[config.mk]
export PLATFORM = sky130hd
export DESIGN_NAME = lgg_row
export DESIGN_NICKNAME = d
export VERILOG_FILES = /design/src/hdl/lgg_pkg.sv /design/src/hdl/lgg_cell.sv /design/src/hdl/lgg_row.sv
export SDC_FILE = /design/constraint.sdc
export NUM_CORES = 1
export LEC_CHECK = 0
export BUFFER_PORTS_ARGS = -buffer_cell sky130_fd_sc_hd__buf_2
export CAP_MARGIN = 30
export CORE_UTILIZATION = 25
export DETAILED_ROUTE_END_ITERATION = 7
export PLACE_DENSITY_LB_ADDON = 0.12
export SLEW_MARGIN = 20
export SYNTH_ARGS = -nofsm -noshare
export SYNTH_HDL_FRONTEND = slang
export SYNTH_SLANG_ARGS = --single-unit
[constraint.sdc]
create_clock -name i_clk -period 3.3 [get_ports i_clk]
set_clock_uncertainty 0.05 [all_clocks]
set_input_delay 0.66 -clock i_clk [delete_from_list [all_inputs] [get_ports i_clk]]
set_output_delay 0.66 -clock i_clk [all_outputs]
set_load 0.01 [all_outputs]
[src/hdl/lgg_pkg.sv]
// Package with shared types and constants for the life grid generation step block.
package lgg_pkg;

    localparam int MAX_WIDTH_DEF  = 64;
    localparam int MAX_HEIGHT_DEF = 64;

    localparam int CFG_W   = 7;
    localparam int COORD_W = 6;
    localparam int COUNT_W = 4;

    localparam logic [COUNT_W-1:0] BIRTH_COUNT  = 4'd3;
    localparam logic [COUNT_W-1:0] SURVIVE_LOW  = 4'd2;
    localparam logic [COUNT_W-1:0] SURVIVE_HIGH = 4'd3;

    typedef enum logic [1:0] {
        OP_WRITE = 2'd0,
        OP_READ  = 2'd1,
        OP_STEP  = 2'd2
    } t_opcode;

    typedef enum logic {
        REG_WIDTH  = 1'b0,
        REG_HEIGHT = 1'b1
    } t_cfg_idx;

    typedef enum logic {
        ST_IDLE = 1'b0,
        ST_EXEC = 1'b1
    } t_state;

    typedef struct packed {
        logic step;
        logic wr;
        logic wr_val;
    } t_cell_ctrl;

    typedef struct packed {
        t_cell_ctrl          cell_ctrl;
        logic [COORD_W-1:0]  col;
    } t_row_ctrl;

endpackage

[src/hdl/lgg_cell.sv]
// One grid cell: holds its live bit and applies the B3/S23 rule to the count of its live neighbors.
module lgg_cell (
    input  logic                i_clk,
    input  logic                i_rst_n,
    input  lgg_pkg::t_cell_ctrl i_ctrl,
    input  logic                i_en,
    input  logic [7:0]          i_nbr,
    output logic                o_alive
);

    logic                         r_alive;
    logic                         n_alive;
    logic [lgg_pkg::COUNT_W-1:0]  s_count;
    logic                         s_rule;

    always_comb begin
        s_count = '0;
        for (int k = 0; k < 8; k++) begin
            s_count = s_count + lgg_pkg::COUNT_W'(i_nbr[k]);
        end
    end

    always_comb begin
        if (r_alive) begin
            s_rule = (s_count >= lgg_pkg::SURVIVE_LOW) && (s_count <= lgg_pkg::SURVIVE_HIGH);
        end else begin
            s_rule = (s_count == lgg_pkg::BIRTH_COUNT);
        end
    end

    always_comb begin
        n_alive = r_alive;
        if (i_ctrl.wr) begin
            n_alive = i_ctrl.wr_val;
        end else if (i_ctrl.step && i_en) begin
            n_alive = s_rule;
        end
    end

    always_ff @(posedge i_clk) begin
        if (!i_rst_n) begin
            r_alive <= 1'b0;
        end else begin
            r_alive <= n_alive;
        end
    end

    assign o_alive = r_alive;

endmodule

[src/hdl/lgg_row.sv]
// One row of cells, exchanging masked live bits with the rows above and below.
module lgg_row #(
    parameter int MAX_WIDTH = lgg_pkg::MAX_WIDTH_DEF
) (
    input  logic                 i_clk,
    input  logic                 i_rst_n,
    input  lgg_pkg::t_row_ctrl   i_ctrl,
    input  logic                 i_row_en,
    input  logic [MAX_WIDTH-1:0] i_col_en,
    input  logic [MAX_WIDTH-1:0] i_above,
    input  logic [MAX_WIDTH-1:0] i_below,
    output logic [MAX_WIDTH-1:0] o_bits
);

    logic [MAX_WIDTH-1:0] s_alive;
    logic [MAX_WIDTH+1:0] s_above_pad;
    logic [MAX_WIDTH+1:0] s_own_pad;
    logic [MAX_WIDTH+1:0] s_below_pad;

    // Cells outside the region in use are presented as dead to every neighbor.
    assign o_bits      = s_alive & i_col_en & {MAX_WIDTH{i_row_en}};
    assign s_above_pad = {1'b0, i_above, 1'b0};
    assign s_own_pad   = {1'b0, o_bits, 1'b0};
    assign s_below_pad = {1'b0, i_below, 1'b0};

    for (genvar c = 0; c < MAX_WIDTH; c++) begin : g_cell
        lgg_pkg::t_cell_ctrl s_cell_ctrl;
        logic [7:0]          s_nbr;

        always_comb begin
            s_cell_ctrl      = i_ctrl.cell_ctrl;
            s_cell_ctrl.wr   = i_ctrl.cell_ctrl.wr && (32'(i_ctrl.col) == 32'(c));
        end

        assign s_nbr = {s_above_pad[c+2:c], s_own_pad[c+2], s_own_pad[c],
                        s_below_pad[c+2:c]};

        lgg_cell u_cell (
            .i_clk   (i_clk),
            .i_rst_n (i_rst_n),
            .i_ctrl  (s_cell_ctrl),
            .i_en    (i_row_en && i_col_en[c]),
            .i_nbr   (s_nbr),
            .o_alive (s_alive[c])
        );
    end

endmodule

# Yosys cells after proc, flatten, opt, wreduce, memory -nomap -nowiden
# Cells that the tools add are included.
op_classes:
  addsub: 441
  magnitude_cmp: 128
  n_eq_ne: 127
  muxes: 192
  bitwise_logic: 2
  reduce_logical: 321
ops:
  columns: ["op", "n"]
  rows:
  - ["$add 4x1->4", 378]
  - ["$eq 4x2->1 const B", 64]
  - ["$ge 4x2->1 const B", 64]
  - ["$le 4x2->1 const B", 64]
  - ["$logic_and 1x1->1", 256]
  - ["$eq 6x6->1 const B", 32]
  - ["$mux 1", 192]
  - ["$and 64x64->64", 2]
  - ["$reduce_bool 2->1", 64]
  - ["$add 1x1->2", 63]
  - ["$eq 6x5->1 const B", 16]
  - ["$eq 6x4->1 const B", 8]
  - ["$eq 6x3->1 const B", 4]
  - ["$eq 6x2->1 const B", 2]
  - ["$eq 6x1->1 const B", 1]
  - ["$logic_not 6->1", 1]
word_totals:
  register_bits: 64
  in_bits: 204
  output_inout_bits: 64

# Depth between registers and ports, before layout
# Gate-level depths: netlist of the first run.
logic_depth:
  ltp_word: 12
  depth_mapped: 12
  ltp_nobuf: 11

# By module
# A second synthesis of the first run with hierarchy kept.
hier_totals:
  hier_cells: 1964
  area_unflattened_um2: 17340.4
by_module_without_submodules:
  columns: ["module", "instances", "cells_each", "area_per_inst_um2"]
  rows:
  - ["lgg_cell", 64, 27, 250.2]
  - ["lgg_row", 1, 236, 1325.0]

# Worst setup path after synthesis of the first run
# No wires, ideal clock.
synth_timing:
  path_kind: "input -> register"
  start: "in i_row_en"
  end: "reg g_cell[62].u_cell.r_alive"
  setup_ps: 74
  arrival_time_ps: 3464
  slack_ps: -288
  stages: 10
  path_buffers: 2
  cell_sequence: "clkbuf_1 clkbuf_1 nand3_1 fa_1 fa_1 fa_1 nor2_1 a31oi_1 or4_1 a31oi_1"
synth_via:
  elab_chain_len: 11
synth_lines:
  columns: ["element", "line", "rtl"]
  rows:
  - ["from (decl)", "lgg_row.sv:8", "input logic i_row_en,"]
  - ["$and 64x64->64", "lgg_row.sv:21", "assign o_bits = s_alive & i_col_en & {MAX_WIDTH{i_row_en}};"]
  - ["$add 4x1->4 (5 in series)", "lgg_cell.sv:19", "s_count = s_count + lgg_pkg::COUNT_W'(i_nbr[k]);"]
  - ["$ge 4x2->1 / $le 4x2->1 (equally long branches)", "lgg_cell.sv:25", "s_rule = (s_count >= lgg_pkg::SURVIVE_LOW) && (s_count <= lgg_pkg::SURVIVE_HIGH);"]
  - ["$logic_and 1x1->1", "lgg_cell.sv:25", null]
  - ["$mux 1", "lgg_cell.sv:24", "if (r_alive) begin"]
  - ["$mux 1", "lgg_cell.sv:35", "end else if (i_ctrl.step && i_en) begin"]
  - ["$mux 1", "lgg_cell.sv:33", "if (i_ctrl.wr) begin"]
  - ["to (signal assigned)", "lgg_cell.sv:44", "r_alive <= n_alive;"]
  - ["to (decl)", "lgg_cell.sv:11", "logic r_alive;"]
# Parallel ways exist; a longest one is shown, timed or not. The select of a mux whose other input is x is not followed.
# A chain may end at the register's enable or synchronous reset.

# Worst setup path in the final report of the first run
layout_timing:
  start: "in i_below[25]"
  end: "reg g_cell[25].u_cell.r_alive"
layout_via:
  elab_chain_len: 12
layout_lines:
  columns: ["element", "line", "rtl"]
  rows:
  - ["from (decl)", "lgg_row.sv:11", "input logic [MAX_WIDTH-1:0] i_below,"]
  - ["$add 1x1->2 (*)", "lgg_cell.sv:19", null]
  - ["$add 4x1->4 (*) (6 in series)", "lgg_cell.sv:19", null]
  - ["$ge 4x2->1 / $le 4x2->1 (equally long branches)", "lgg_cell.sv:25", null]
  - ["$logic_and 1x1->1", "lgg_cell.sv:25", null]
  - ["$mux 1 (*)", "lgg_cell.sv:24", null]
  - ["$mux 1 (*)", "lgg_cell.sv:35", null]
  - ["$mux 1 (*)", "lgg_cell.sv:33", null]
  - ["to (signal assigned)", "lgg_cell.sv:44", null]
  - ["to (decl)", "lgg_cell.sv:11", null]
# Mark *: on every way between the ends. The rest lies on a longest branch, timed or not. The select of a mux whose other input is x is not followed.

==> summary.md, run 1 <==
| Metric | Value |
|---|---|
| Io pins | between 200 and 300 |
| Final slew viol count | 0 |
| Residual DRC | 30 |
| Status | finished, violations left |
| Setup TNS | -0.236 ns |
| Synth Area in XOR/XNOR | 0 |
| CTS Sinks | 64 |
| Clk Latency, worst-skew pair | roughly 0.39 ns |
| Area contributors post-synth | fa_1 34%, ha_1 16%, inv_1 12% |
| Largest family of logic cells by synthesized area | adder cells |
| Yosys reg bits | 64 |
| Post-Syn Nets | ~2400 |
| First-pass GRT wire length | roughly 80 mm |
| Number of flip-flops in the largest register | 64 |
| WHS | between 0.4 and 0.5 ns |
| Max IR drop VDD | 0.246 mV |
| Post-DP HPWL | 43.4 mm |
| Synth warn | 0 |
| Ys flop type | dfxtp_1 |
| H-tree depth | 3 |
| IO Port Bufs | about 270 |
| Post-Synth Simple-Gate Area | 0.202 |
| Die area | 0.0609 sq mm |
| Total Nets Final | around 2800 |
| Area leader, netlist | fa_1 |
| Post-Syn Instances | about 1800 |
| Layout filler cell count | about 6200 |
| Failing checks | DRC, setup timing |
| CTS tree | built |
| Final Hold Fails | 0 |
| Hold Crit Depth | 2 |
| Core area | a little under 0.06 sq mm |
| CP required | 3.55 ns |
| Antenna viol nets, final | 0 |
| Initial Util | 0.253 |
| Top-area cell type share of the netlist area | 0.337 |
| Met3 WL | 1.87 mm |
| Sequential element share of the synthesized area | 0.0856 |
| Clock transition at path regs | ~0.07 ns |
| Pre-CTS setup slack | -0.488 ns |
| DRT Wirelength | roughly 52 mm |
| Number of synthesized flops with an enable pin | 0 |
| Crit-path max FO | 3 |
| First-pass DRT Iterations | 7 |
| Layout cells sized above 1 | 0.297 |
| Slew HR | 0.373 |
| Post-synth cell types | 34 |
| Final RePlAce weighted congestion | 0.785 |
| Setup violation total in the final timing report | 12 |
| Die height | approximately 250 um |
| Actual slew at the worst max-slew pin | between 0.9 and 1 ns |
| # diodes | 0 |
| WS Path Type | in2reg |
| Area Growth Syn to Fin | 32.6% |
| Row cnt | 89 |
| Post-Synth Adder-Cell Area | 0.495 |
| Startpoint types | primary input |
| Die width | about 250 um |
| Met2 WL | roughly 25 mm |
| Fraction of registers with async set/reset | 0 |
| RSZ-0062 raised after global routing | true |
| Number of global-route vias before repair | between 10000 and 15000 |
| Syn_area_per_cell | roughly 8.5 sq um |
| Root Buffer | clkbuf_16 |
| Length in cells of the worst reg-to-reg path | 8 |
| PD cells | ~250 mW/mm^2 |
| Most common cell in the netlist | inv_1 |
| Fin crit period | 3.37 ns |
| Endpoint type of the worst setup path | flop |
| Mux share of post-synthesis cell area | 0.0107 |
| Fmax | 297 MHz |
| Multi-input logic area | around 0.013 sq mm |
| All-Layer GR Usage | 0.175 |
| Synthesized cell area | 0.0150 sq mm |
| Hold Path Class | reg2reg |
| Grt ovf | 0 |
| Pin count of the biggest net entering global routing | 65 |
| Routed len/inst | roughly 18 um |
| PnR worst setup slack | -0.0695 ns |
| DR top layer | met5 |
| Register area | between 0.001 and 0.0015 sq mm |
| Vias per inst | ~4.5 |
| CTS buffer count | 9 |
| DR iter-0 viols | approximately 360 |
| Total number of vias | ~13000 |
| CTS Buffer Depth | 2 |
| Post-synth top cells | 463 x inv_1, 252 x fa_1, 189 x ha_1 |
| Met1 Wirelength | around 24 mm |
| Static Leak | 0.0102 uW |
| CP arrival | about 3.6 ns |
| Total of max-cap violations | 0 |
| Period utilisation layout | 1.02 |
| Initial antenna violation count | 8 |
| Post-synthesis compound-gate area fraction | 0.0777 |
layer usage:
layer	track usage	vias to the layer above
li1	-	6445
met1	0.232	6527
met2	0.294	219
met3	0.0296	59
met4	0.0447	12
met5	0	-
worst paths after layout:
path                            slack, ns                   endpoint                       from
worst min-delay path                 0.43  g_cell[61].u_cell.o_alive  g_cell[61].u_cell.o_alive
worst max-delay path                -0.07  g_cell[25].u_cell.o_alive                i_below[25]
worst min register to register       0.43  g_cell[61].u_cell.o_alive  g_cell[61].u_cell.o_alive
worst max register to register       0.44  g_cell[23].u_cell.o_alive  g_cell[22].u_cell.o_alive
critical path, stage by stage:
cell	delay (ns)
buf_2	0.15
ha_4	0.26
inv_1	0.05
fa_1	0.50
fa_1	0.44
fa_2	0.37
fa_2	0.34
nor2_1	0.10
a31oi_1	0.09
or4_1	0.51
a31oi_1	0.16
report_power, final:
part | leakage (uW) | total [uW] | internal [uW] | switching (uW)
registers | 0.000517 | 833 | 809 | 24.8
clock network | 0.000172 | 1270 | 780 | 491
logic | 0.00949 | 2780 | 1340 | 1440
kinds of logic after synthesis:
group                      after synthesis
DFF                                     64
buffers and inverters                  503
AOI/OAI and AO/OA                      194
adders and majority gates              441
and+or+nand+nor                        551
muxes                                   16
cells in the final DEF, fill, tap and decap left out, types with 4 or more instances in the layout:
cell type and n:
fa_1 155, o21ai_1 10, and3_1 17, ha_1 159
ha_4 30, inv_1 443, nor2_1 44, dfxtp_1 64
nand2b_1 46, clkbuf_16 9, nor2b_1 124, nand3_1 64
o2111ai_1 18, buf_4 170, buf_6 10, fa_2 97
a21oi_1 35, buf_12 7, and4b_1 4, or4_1 44
buf_8 17, o21ai_0 37, and4bb_2 6, inv_2 20
nand2_1 155, a31oi_1 92, mux2i_1 16, nor4b_2 21
buf_2 235, nor2_2 16
stage by stage:
step / std cells / utilization / power, uW / cell area, sq um
2_1_floorplan: 1769 / - / 2630 / 15100
3_3_place_gp: 2941 / 0.314 / 3440 / 18600
3_5_place_dp: 2941 / 0.314 / 3510 / 18600
4_1_cts: 2957 / 0.323 / 4870 / 19100
5_1_grt: 2958 / 0.336 / 5440 / 19800
6_report: 2958 / 0.336 / 4880 / 19800
what timing repair did:
item                                    in CTS  in global routing
hold buffers                                 0                  0
resized for setup                           54                157
buffers inserted                             0                  1
endpoints found under the setup margin      44                 60
cloned                                       0                  0
pin swaps                                    2                 11
layout make-up:
class,count,share of cell area
clock buffer,11,0.0127
clock inverter,5,0.00517
inverter,464,0.0878
multi-input combinational,1202,0.632
sequential,64,0.0646
tap,773,0.0487
timing repair buffer,439,0.149
(Power assumes the default switching activity.)
==> inputs of run 2 (changes only) <==
Settings changed: ABC_AREA set to 1.
==> run 2 against run 1 <==
  * The run now ends clean
  * Via count is 8.0% higher
  * Highest routed layer unchanged
  * Critical endpoint is now g_cell[33].u_cell.o_alive
  * Global-route usage is 0.95 points lower
  * Sequential power is 0.5% higher
  * Critical path type unchanged
  * First-iteration DRC count is 41% higher
==> summary.md, run 2 <==
| Metric | Value |
|---|---|
| Startpoint types | primary input (unchanged) |
| DR iter-0 viols | 500 (was 355) |
| Placed instance area | 0.0192 sq mm (was 0.0186 sq mm) |
| Max IR drop VDD | 0.150 mV (was 0.246 mV) |
| Vias per inst | 4.22 (was 4.48) |
| PnR worst setup slack | 0.178 ns (was -0.0695 ns) |
| Clk Latency, worst-skew pair | 0.38 ns (was 0.39 ns) |
| Switching power as a share of total power | 0.438 (was 0.400) |
| Period utilisation layout | 0.946 (was 1.02) |
| Layout cells sized above 1 | 0.181 (was 0.297) |
| Synthesized cell area | 0.0158 sq mm (was 0.0150 sq mm) |
| Grt met1 use | 0.203 (was 0.232) |
| CP peak stage delay | 0.50 ns (was 0.51 ns) |
| IO Port Bufs | 267 (unchanged) |
| Antenna viol nets, final | 0 (unchanged) |
| Pin count of the biggest net entering global routing | 55 (was 65) |
| Post-synth cell types | 29 (was 34) |
| Total of max-cap violations | 0 (unchanged) |
| Total Nets Final | 3199 (was 2825) |
| Setup violation total in the final timing report | 0 (was 12) |
| Sequential element share of the synthesized area | 0.0809 (was 0.0856) |
| Hold Path Class | reg2reg (unchanged) |
| Reg-to-reg startpoint | g_cell[32].u_cell.o_alive (was g_cell[22].u_cell.o_alive) |
| Initial Util | 0.255 (was 0.253) |
| CTS Buffer Depth | 2 (unchanged) |
| Finished Cell Area | 0.0195 sq mm (was 0.0198 sq mm) |
| WHS | 0.501 ns (was 0.430 ns) |
| Row cnt | 91 (was 89) |
| Io pins | 268 (unchanged) |
| Area contributors post-synth | fa_1 32%, inv_1 15%, ha_1 15% (was fa_1 34%, ha_1 16%, inv_1 12%) |
| First-pass GRT wire length | 80.3 mm (was 79.6 mm) |
| Endpoint type of the worst setup path | flop (unchanged) |
| CP most frequent cell | fa_1 |
| Min-delay src | g_cell[3].u_cell.o_alive (was g_cell[61].u_cell.o_alive) |
| NetSw | 2050 uW (was 1950 uW) |
| Post-synth top cells | 646 x inv_1, 284 x nand2_1, 252 x fa_1 (was 463 x inv_1, 252 x fa_1, 189 x ha_1) |
| Final RePlAce weighted congestion | 0.807 (was 0.785) |
| GR peak layer | met2 (unchanged) |
| Post-Synth Adder-Cell Area | 0.468 (was 0.495) |
| Synth warn | 0 (unchanged) |
| Grt ovf | 0 (unchanged) |
| Clock transition at path regs | 0.06 ns (was 0.07 ns) |
| All-Layer GR Usage | 0.166 (was 0.175) |
| Actual slew at the worst max-slew pin | 0.841 ns (was 0.940 ns) |
| Clk pwr share | 0.218 (was 0.260) |
| Root Buffer | clkbuf_16 (unchanged) |
| Layout filler cell count | 6803 (was 6240) |
| First-pass DRT Iterations | 5 (was 7) |
| Post-Syn Nets | 2811 (was 2414) |
| PD cells | 239 mW/mm^2 (was 246 mW/mm^2) |
| Static Leak | 0.0110 uW (was 0.0102 uW) |
| WS Path Type | in2reg (unchanged) |
| Fraction of registers with async set/reset | 0 (unchanged) |
| Post-synthesis compound-gate area fraction | 0.0657 (was 0.0777) |
| Die area | 0.0644 sq mm (was 0.0609 sq mm) |
| Core area | 0.0622 sq mm (was 0.0591 sq mm) |
| Area Growth Syn to Fin | 23.4% (was 32.6%) |
| Top-area cell type share of the netlist area | 0.319 (was 0.337) |
| Final slew viol count | 0 (unchanged) |
| Crit-path max FO | 3 (unchanged) |
| Post-Syn Instances | 2166 (was 1769) |
| DRT Wirelength | 51.9 mm (was 52.0 mm) |
| Utilization after layout | 0.314 (was 0.336) |
| Slew HR | 0.439 (was 0.373) |
| CP required | 3.55 ns (about the same) |
| H-tree depth | 3 (unchanged) |
| Die width | 254 um (was 247 um) |
| Residual DRC | 0 (was 30) |
| Met2 usage | 0.300 (was 0.294) |
| Final Hold Fails | 0 (unchanged) |
| Number of synthesized flops with an enable pin | 0 (unchanged) |
| CTS tree | built (unchanged) |
| Post-DP HPWL | 43.8 mm (was 43.4 mm) |
| CTS buffer count | 9 (unchanged) |
| Post-CTS resize count | 0 (was 54) |
| Total number of vias | 14300 (was 13300) |
| Largest family of logic cells by synthesized area | adder cells (unchanged) |
| RSZ-0062 raised after global routing | false (was true) |
| Setup Fix Bufs, Post-CTS | 0 (unchanged) |
| Yosys reg bits | 64 (unchanged) |
| CTS Sinks | 64 (unchanged) |
| # diodes | 0 (unchanged) |
| Initial antenna violation count | 9 (was 8) |
| Hold-fix buffers, CTS | 0 (unchanged) |
| Mux share of post-synthesis cell area | 0 (was 0.0107) |
| Internal Power | 2620 uW (was 2930 uW) |
| Post-Synth Simple-Gate Area | 0.218 (was 0.202) |
| Setup crit start | i_below[32] (was i_below[25]) |
| Worst path slowest cell | fa_1 (was or4_1) |
| CP arrival | 3.37 ns (was 3.62 ns) |
| Ys flop type | dfxtp_1 (unchanged) |
| Fin crit period | 3.12 ns (was 3.37 ns) |
| Most common cell in the netlist | inv_1 (unchanged) |
| Met3 Track Usage GR | 0.0283 (was 0.0296) |
| Non-filler instance count after layout | 3396 (was 2958) |
| Commonest non-fill, non-tap cell in the layout | inv_1 (unchanged) |
| Die height | 254 um (was 247 um) |
| Synth Area in XOR/XNOR | 0 (unchanged) |
| Post-Place Cells | 3379 (was 2941) |
| Logic gate share of total power | 0.602 (was 0.569) |
| Routed len/inst | 15.3 um (was 17.6 um) |
| Critical-path cell list | buf_2 > ha_1 > inv_1 > fa_1 > fa_1 > fa_1 > fa_1 > nor2_1 > o21ai_0 > nand2_1 > nand3b_1 > a21oi_1 (was buf_2 > ha_4 > inv_1 > fa_1 > fa_1 > fa_2 > fa_2 > nor2_1 > a31oi_1 > or4_1 > a31oi_1) |
| Status | complete, no violations (was finished, violations left) |
| Area leader, netlist | fa_1 (unchanged) |
| Number of flip-flops in the largest register | 64 (unchanged) |
| Commonest cells after routing, fill and taps aside | 646 x inv_1, 284 x nand2_1, 266 x buf_2 (was 443 x inv_1, 235 x buf_2, 170 x buf_4) |
| Number of global-route vias before repair | 14800 (was 14200) |
| Pre-CTS setup slack | -0.237 ns (was -0.488 ns) |
| Syn_area_per_cell | 7.31 sq um (was 8.46 sq um) |
| Fmax | 320 MHz (was 297 MHz) |
| Sequential power share | 0.179 (was 0.171) |
run 2: per-stage QoR:
step / total power (uW) / TNS, ns
after global placement: 3630 / -7.48
final: 4670 / 0
after floorplan: 2830 / 0
after detailed placement: 3710 / -9.31
after CTS: 4800 / 0
after global routing: 5300 / 0
run 2: worst paths after layout:
| path | slack (ns) | depth (start not counted) | to |
|---|---|---|---|
| setup / recovery | 0.18 | 12 | g_cell[33].u_cell.o_alive |
| hold / removal | 0.50 | 2 | g_cell[3].u_cell.o_alive |
| setup reg to reg | 0.63 | 9 | g_cell[33].u_cell.o_alive |
| hold reg to reg | 0.50 | 2 | g_cell[3].u_cell.o_alive |
run 2: power by group through the flow:
stage | combinational, uW | sequential, uW | clock [uW]
floorplan | 1990 | 846 | 0
global placement | 2780 | 853 | 0
detailed placement | 2850 | 854 | 0
CTS | 2880 | 837 | 1090
global route | 3340 | 842 | 1110
finish | 2820 | 837 | 1020
run 2: final cells by class:
cell class	instances	area, sq um	area share
clock inverters	4	45.0	0.00231
multi-input cells	1410	11900	0.610
inverters	653	2450	0.126
well taps	837	1050	0.0536
flip-flops and latches	64	1280	0.0656
clock buffers	12	236	0.0121
repair buffers	416	2560	0.131
run 2: critical path, delay by kind of cell:
family          cells  cell delay [ns]
fa+ha+maj           5             2.04
simple gates        3             0.26
compound gates      2             0.23
buf+inv             2             0.19
run 2: logic make-up after synthesis:
kind of cell / Yosys count
AO/OA/AOI/OAI: 190
adder cells (fa/ha/maj): 441
buffers and inverters: 692
flip-flops: 64
AND/OR/NAND/NOR: 779
run 2: metal layers:
layer  share of wire  vias to the layer above
li1                -                     7269
met1            0.44                     6771
met2            0.50                      229
met3           0.039                       49
met4           0.019                        6
met5         0.00062                        -
==> inputs of run 3 (changes only) <==
Clock period 3.3 ns to 3.6 ns, I/O delays scaled along.
==> run 3 against run 2 <==
  * Cell area down 4.8%
  * First-iteration DRC count down 4.4%
  * Setup slack better by 0.23 ns
  * Utilization down 1.5 points
  * Non-clock buffer count down 113
  * Sequential power down 8.4%
  * Die area unchanged
  * Hold slack worse by 0.00065 ns
  * Clock power down 14%
  * Highest routed layer unchanged
==> summary.md, run 3 (same netlist as run 2, synthesis figures left out) <==
| Metric | Value |
|---|---|
| Status | complete, no violations (unchanged) |
| Actual slew at the worst max-slew pin | 0.837 ns (was 0.841 ns) |
| Vias per inst | 4.24 (was 4.22) |
| Root Buffer | clkbuf_16 (unchanged) |
| Max IR drop VDD | 0.167 mV (was 0.150 mV) |
| CTS tree | built (unchanged) |
| Post-DP HPWL | 43.0 mm (was 43.8 mm) |
| WS Path Type | in2reg (unchanged) |
| Reg-to-reg startpoint | g_cell[0].u_cell.o_alive (was g_cell[32].u_cell.o_alive) |
| Fmax | ~310 MHz |
| First-pass GRT wire length | 80.1 mm (was 80.3 mm) |
| Period utilisation layout | 0.886 |
| First-pass DRT Iterations | 4 (was 5) |
| Post-CTS resize count | 0 (unchanged) |
| PnR worst setup slack | 0.412 ns (was 0.178 ns) |
| Fin crit period | 3.19 ns |
| CTS buffer count | 9 (unchanged) |
| Hold Path Class | reg2reg (unchanged) |
| Residual DRC | 0 (unchanged) |
| Initial antenna violation count | 14 (was 9) |
| Grt ovf | 0 (unchanged) |
| R2R setup slack | 0.94 ns (was 0.63 ns) |
| Clk Latency, worst-skew pair | 0.37 ns (was 0.38 ns) |
| Total of max-cap violations | 0 (unchanged) |
| Pin count of the biggest net entering global routing | 55 (unchanged) |
| Die area | 0.0644 sq mm (unchanged) |
| Utilization after layout | 0.299 (was 0.314) |
| NetSw | 1850 uW (was 2050 uW) |
| Final RePlAce weighted congestion | 0.798 (was 0.807) |
| Initial Util | 0.255 (unchanged) |
| Setup violation total in the final timing report | 0 (unchanged) |
| Logic gate share of total power | 0.602 (about the same) |
| Pre-CTS setup slack | -0.00207 ns (was -0.237 ns) |
| Commonest non-fill, non-tap cell in the layout | inv_1 (unchanged) |
| CP peak stage delay | 0.49 ns (was 0.50 ns) |
| Layout cells sized above 1 | 0.141 (was 0.181) |
| R2r endpoint | g_cell[1].u_cell.o_alive (was g_cell[33].u_cell.o_alive) |
| Setup crit start | i_below[60] (was i_below[32]) |
| CTS Sinks | 64 (unchanged) |
| H-tree depth | 3 (unchanged) |
| Endpoint type of the worst setup path | flop (unchanged) |
| Non-filler instance count after layout | 3282 (was 3396) |
| Final Hold Fails | 0 (unchanged) |
| Length in cells of the worst reg-to-reg path | 11 (was 9) |
| Commonest cells after routing, fill and taps aside | 646 x inv_1, 284 x nand2_1, 266 x buf_2 (unchanged) |
| Total Nets Final | 3086 (was 3199) |
| Crit-path max FO | 3 (unchanged) |
| Row cnt | 91 (unchanged) |
| Placed instance area | 0.0183 sq mm (was 0.0192 sq mm) |
| Sequential power share | 0.185 (was 0.179) |
| Startpoint types | primary input (unchanged) |
| Clock transition at path regs | 0.06 ns (about the same) |
| Clk pwr share | 0.212 (was 0.218) |
| Worst setup path endpoint | g_cell[61].u_cell.o_alive (was g_cell[33].u_cell.o_alive) |
| Number of flip-flops in the largest register | 64 (unchanged) |
| Slew HR | 0.442 (was 0.439) |
| CP arrival | 3.44 ns (was 3.37 ns) |
| DRT Wirelength | 51.4 mm (was 51.9 mm) |
| CP required | 3.85 ns (was 3.55 ns) |
| Number of global-route vias before repair | 14500 (was 14800) |
| Final slew viol count | 0 (unchanged) |
| Setup Fix Bufs, Post-CTS | 0 (unchanged) |
| DR iter-0 viols | 478 (was 500) |
| Antenna viol nets, final | 0 (unchanged) |
| Switching power as a share of total power | 0.448 (was 0.438) |
| Die width | 254 um (unchanged) |
| Area Growth Syn to Fin | 17.4% (was 23.4%) |
| RSZ-0062 raised after global routing | false (unchanged) |
| Die height | 254 um (unchanged) |
| Hold-fix buffers, CTS | 0 (unchanged) |
| PD cells | 223 mW/mm^2 (was 239 mW/mm^2) |
| Io pins | 268 (unchanged) |
| Routed len/inst | 15.7 um (was 15.3 um) |
| Finished Cell Area | 0.0186 sq mm (was 0.0195 sq mm) |
| Total number of vias | 13900 (was 14300) |
| All-Layer GR Usage | 0.165 (was 0.166) |
| Worst path slowest cell | fa_1 (unchanged) |
| Internal Power | 2280 uW (was 2620 uW) |
| IO Port Bufs | 267 (unchanged) |
| CTS Buffer Depth | 2 (unchanged) |
| Static Leak | 0.0104 uW (was 0.0110 uW) |
| Core area | 0.0622 sq mm (unchanged) |
| Post-Place Cells | 3266 (was 3379) |
| CP most frequent cell | fa_1 (unchanged) |
| Critical-path cell list | buf_2 > ha_1 > inv_1 > fa_1 > fa_1 > fa_1 > fa_1 > a21oi_1 > nand2_1 > nor2_1 > nand2_1 > a21oi_1 (was buf_2 > ha_1 > inv_1 > fa_1 > fa_1 > fa_1 > fa_1 > nor2_1 > o21ai_0 > nand2_1 > nand3b_1 > a21oi_1) |
==> run 3: worst min path at each step <==
stage	cells after the start	to	slack [ns]	startpoint
after detailed placement	2	g_cell[3].u_cell.o_alive	0.49	g_cell[3].u_cell.o_alive
final	2	g_cell[3].u_cell.o_alive	0.50	g_cell[3].u_cell.o_alive
after floorplan	2	g_cell[28].u_cell.o_alive	0.47	g_cell[28].u_cell.o_alive
after global placement	2	g_cell[3].u_cell.o_alive	0.48	g_cell[3].u_cell.o_alive
after CTS	2	g_cell[32].u_cell.o_alive	0.50	g_cell[32].u_cell.o_alive
after global routing	2	g_cell[3].u_cell.o_alive	0.53	g_cell[3].u_cell.o_alive
==> run 3: power by group through the flow <==
stage / Sequential (uW) / Clock, uW / Combinational (uW)
2_1_floorplan: 776 / 0 / 1820
4_1_cts: 767 / 947 / 2550
3_3_place_gp: 782 / 0 / 2460
5_1_grt: 772 / 954 / 2960
3_5_place_dp: 783 / 0 / 2530
6_report: 767 / 879 / 2490
==> run 3: cell type report <==
| class | count | area (sq um) |
|---|---|---|
| clock inverters | 1 | 5.00 |
| diodes | 1 | 2.50 |
| inverters | 653 | 2450 |
| well taps | 837 | 1050 |
| flip-flops and latches | 64 | 1280 |
| multi-input cells | 1410 | 11900 |
| clock buffers | 13 | 250 |
| fillers | 6852 | 43600 |
| repair buffers | 303 | 1650 |
==> run 3: worst max-delay path, delay by kind of cell <==
family / cells / cell delay [ns]
adders and majority gates: 5 / 2.06
AOI/OAI and AO/OA: 2 / 0.27
and+or+nand+nor: 3 / 0.21
buffers and inverters: 2 / 0.16
==> run 3: through the flow <==
stage          total power, uW  hold WS [ns]  TNS [ns]
2_1_floorplan             2600         0.469         0
3_3_place_gp              3250         0.484         0
3_5_place_dp              3310         0.494  -0.00207
4_1_cts                   4270         0.503         0
5_1_grt                   4690         0.529         0
6_report                  4140         0.501         0
==> run 3: per-layer routing <==
metal,global-route usage,wire [um],vias up
met1,0.209,23300,6583
met5,0,61,-
li1,-,-,7037
met2,0.296,25500,225
met4,0.0287,674,10
met3,0.0279,1840,48
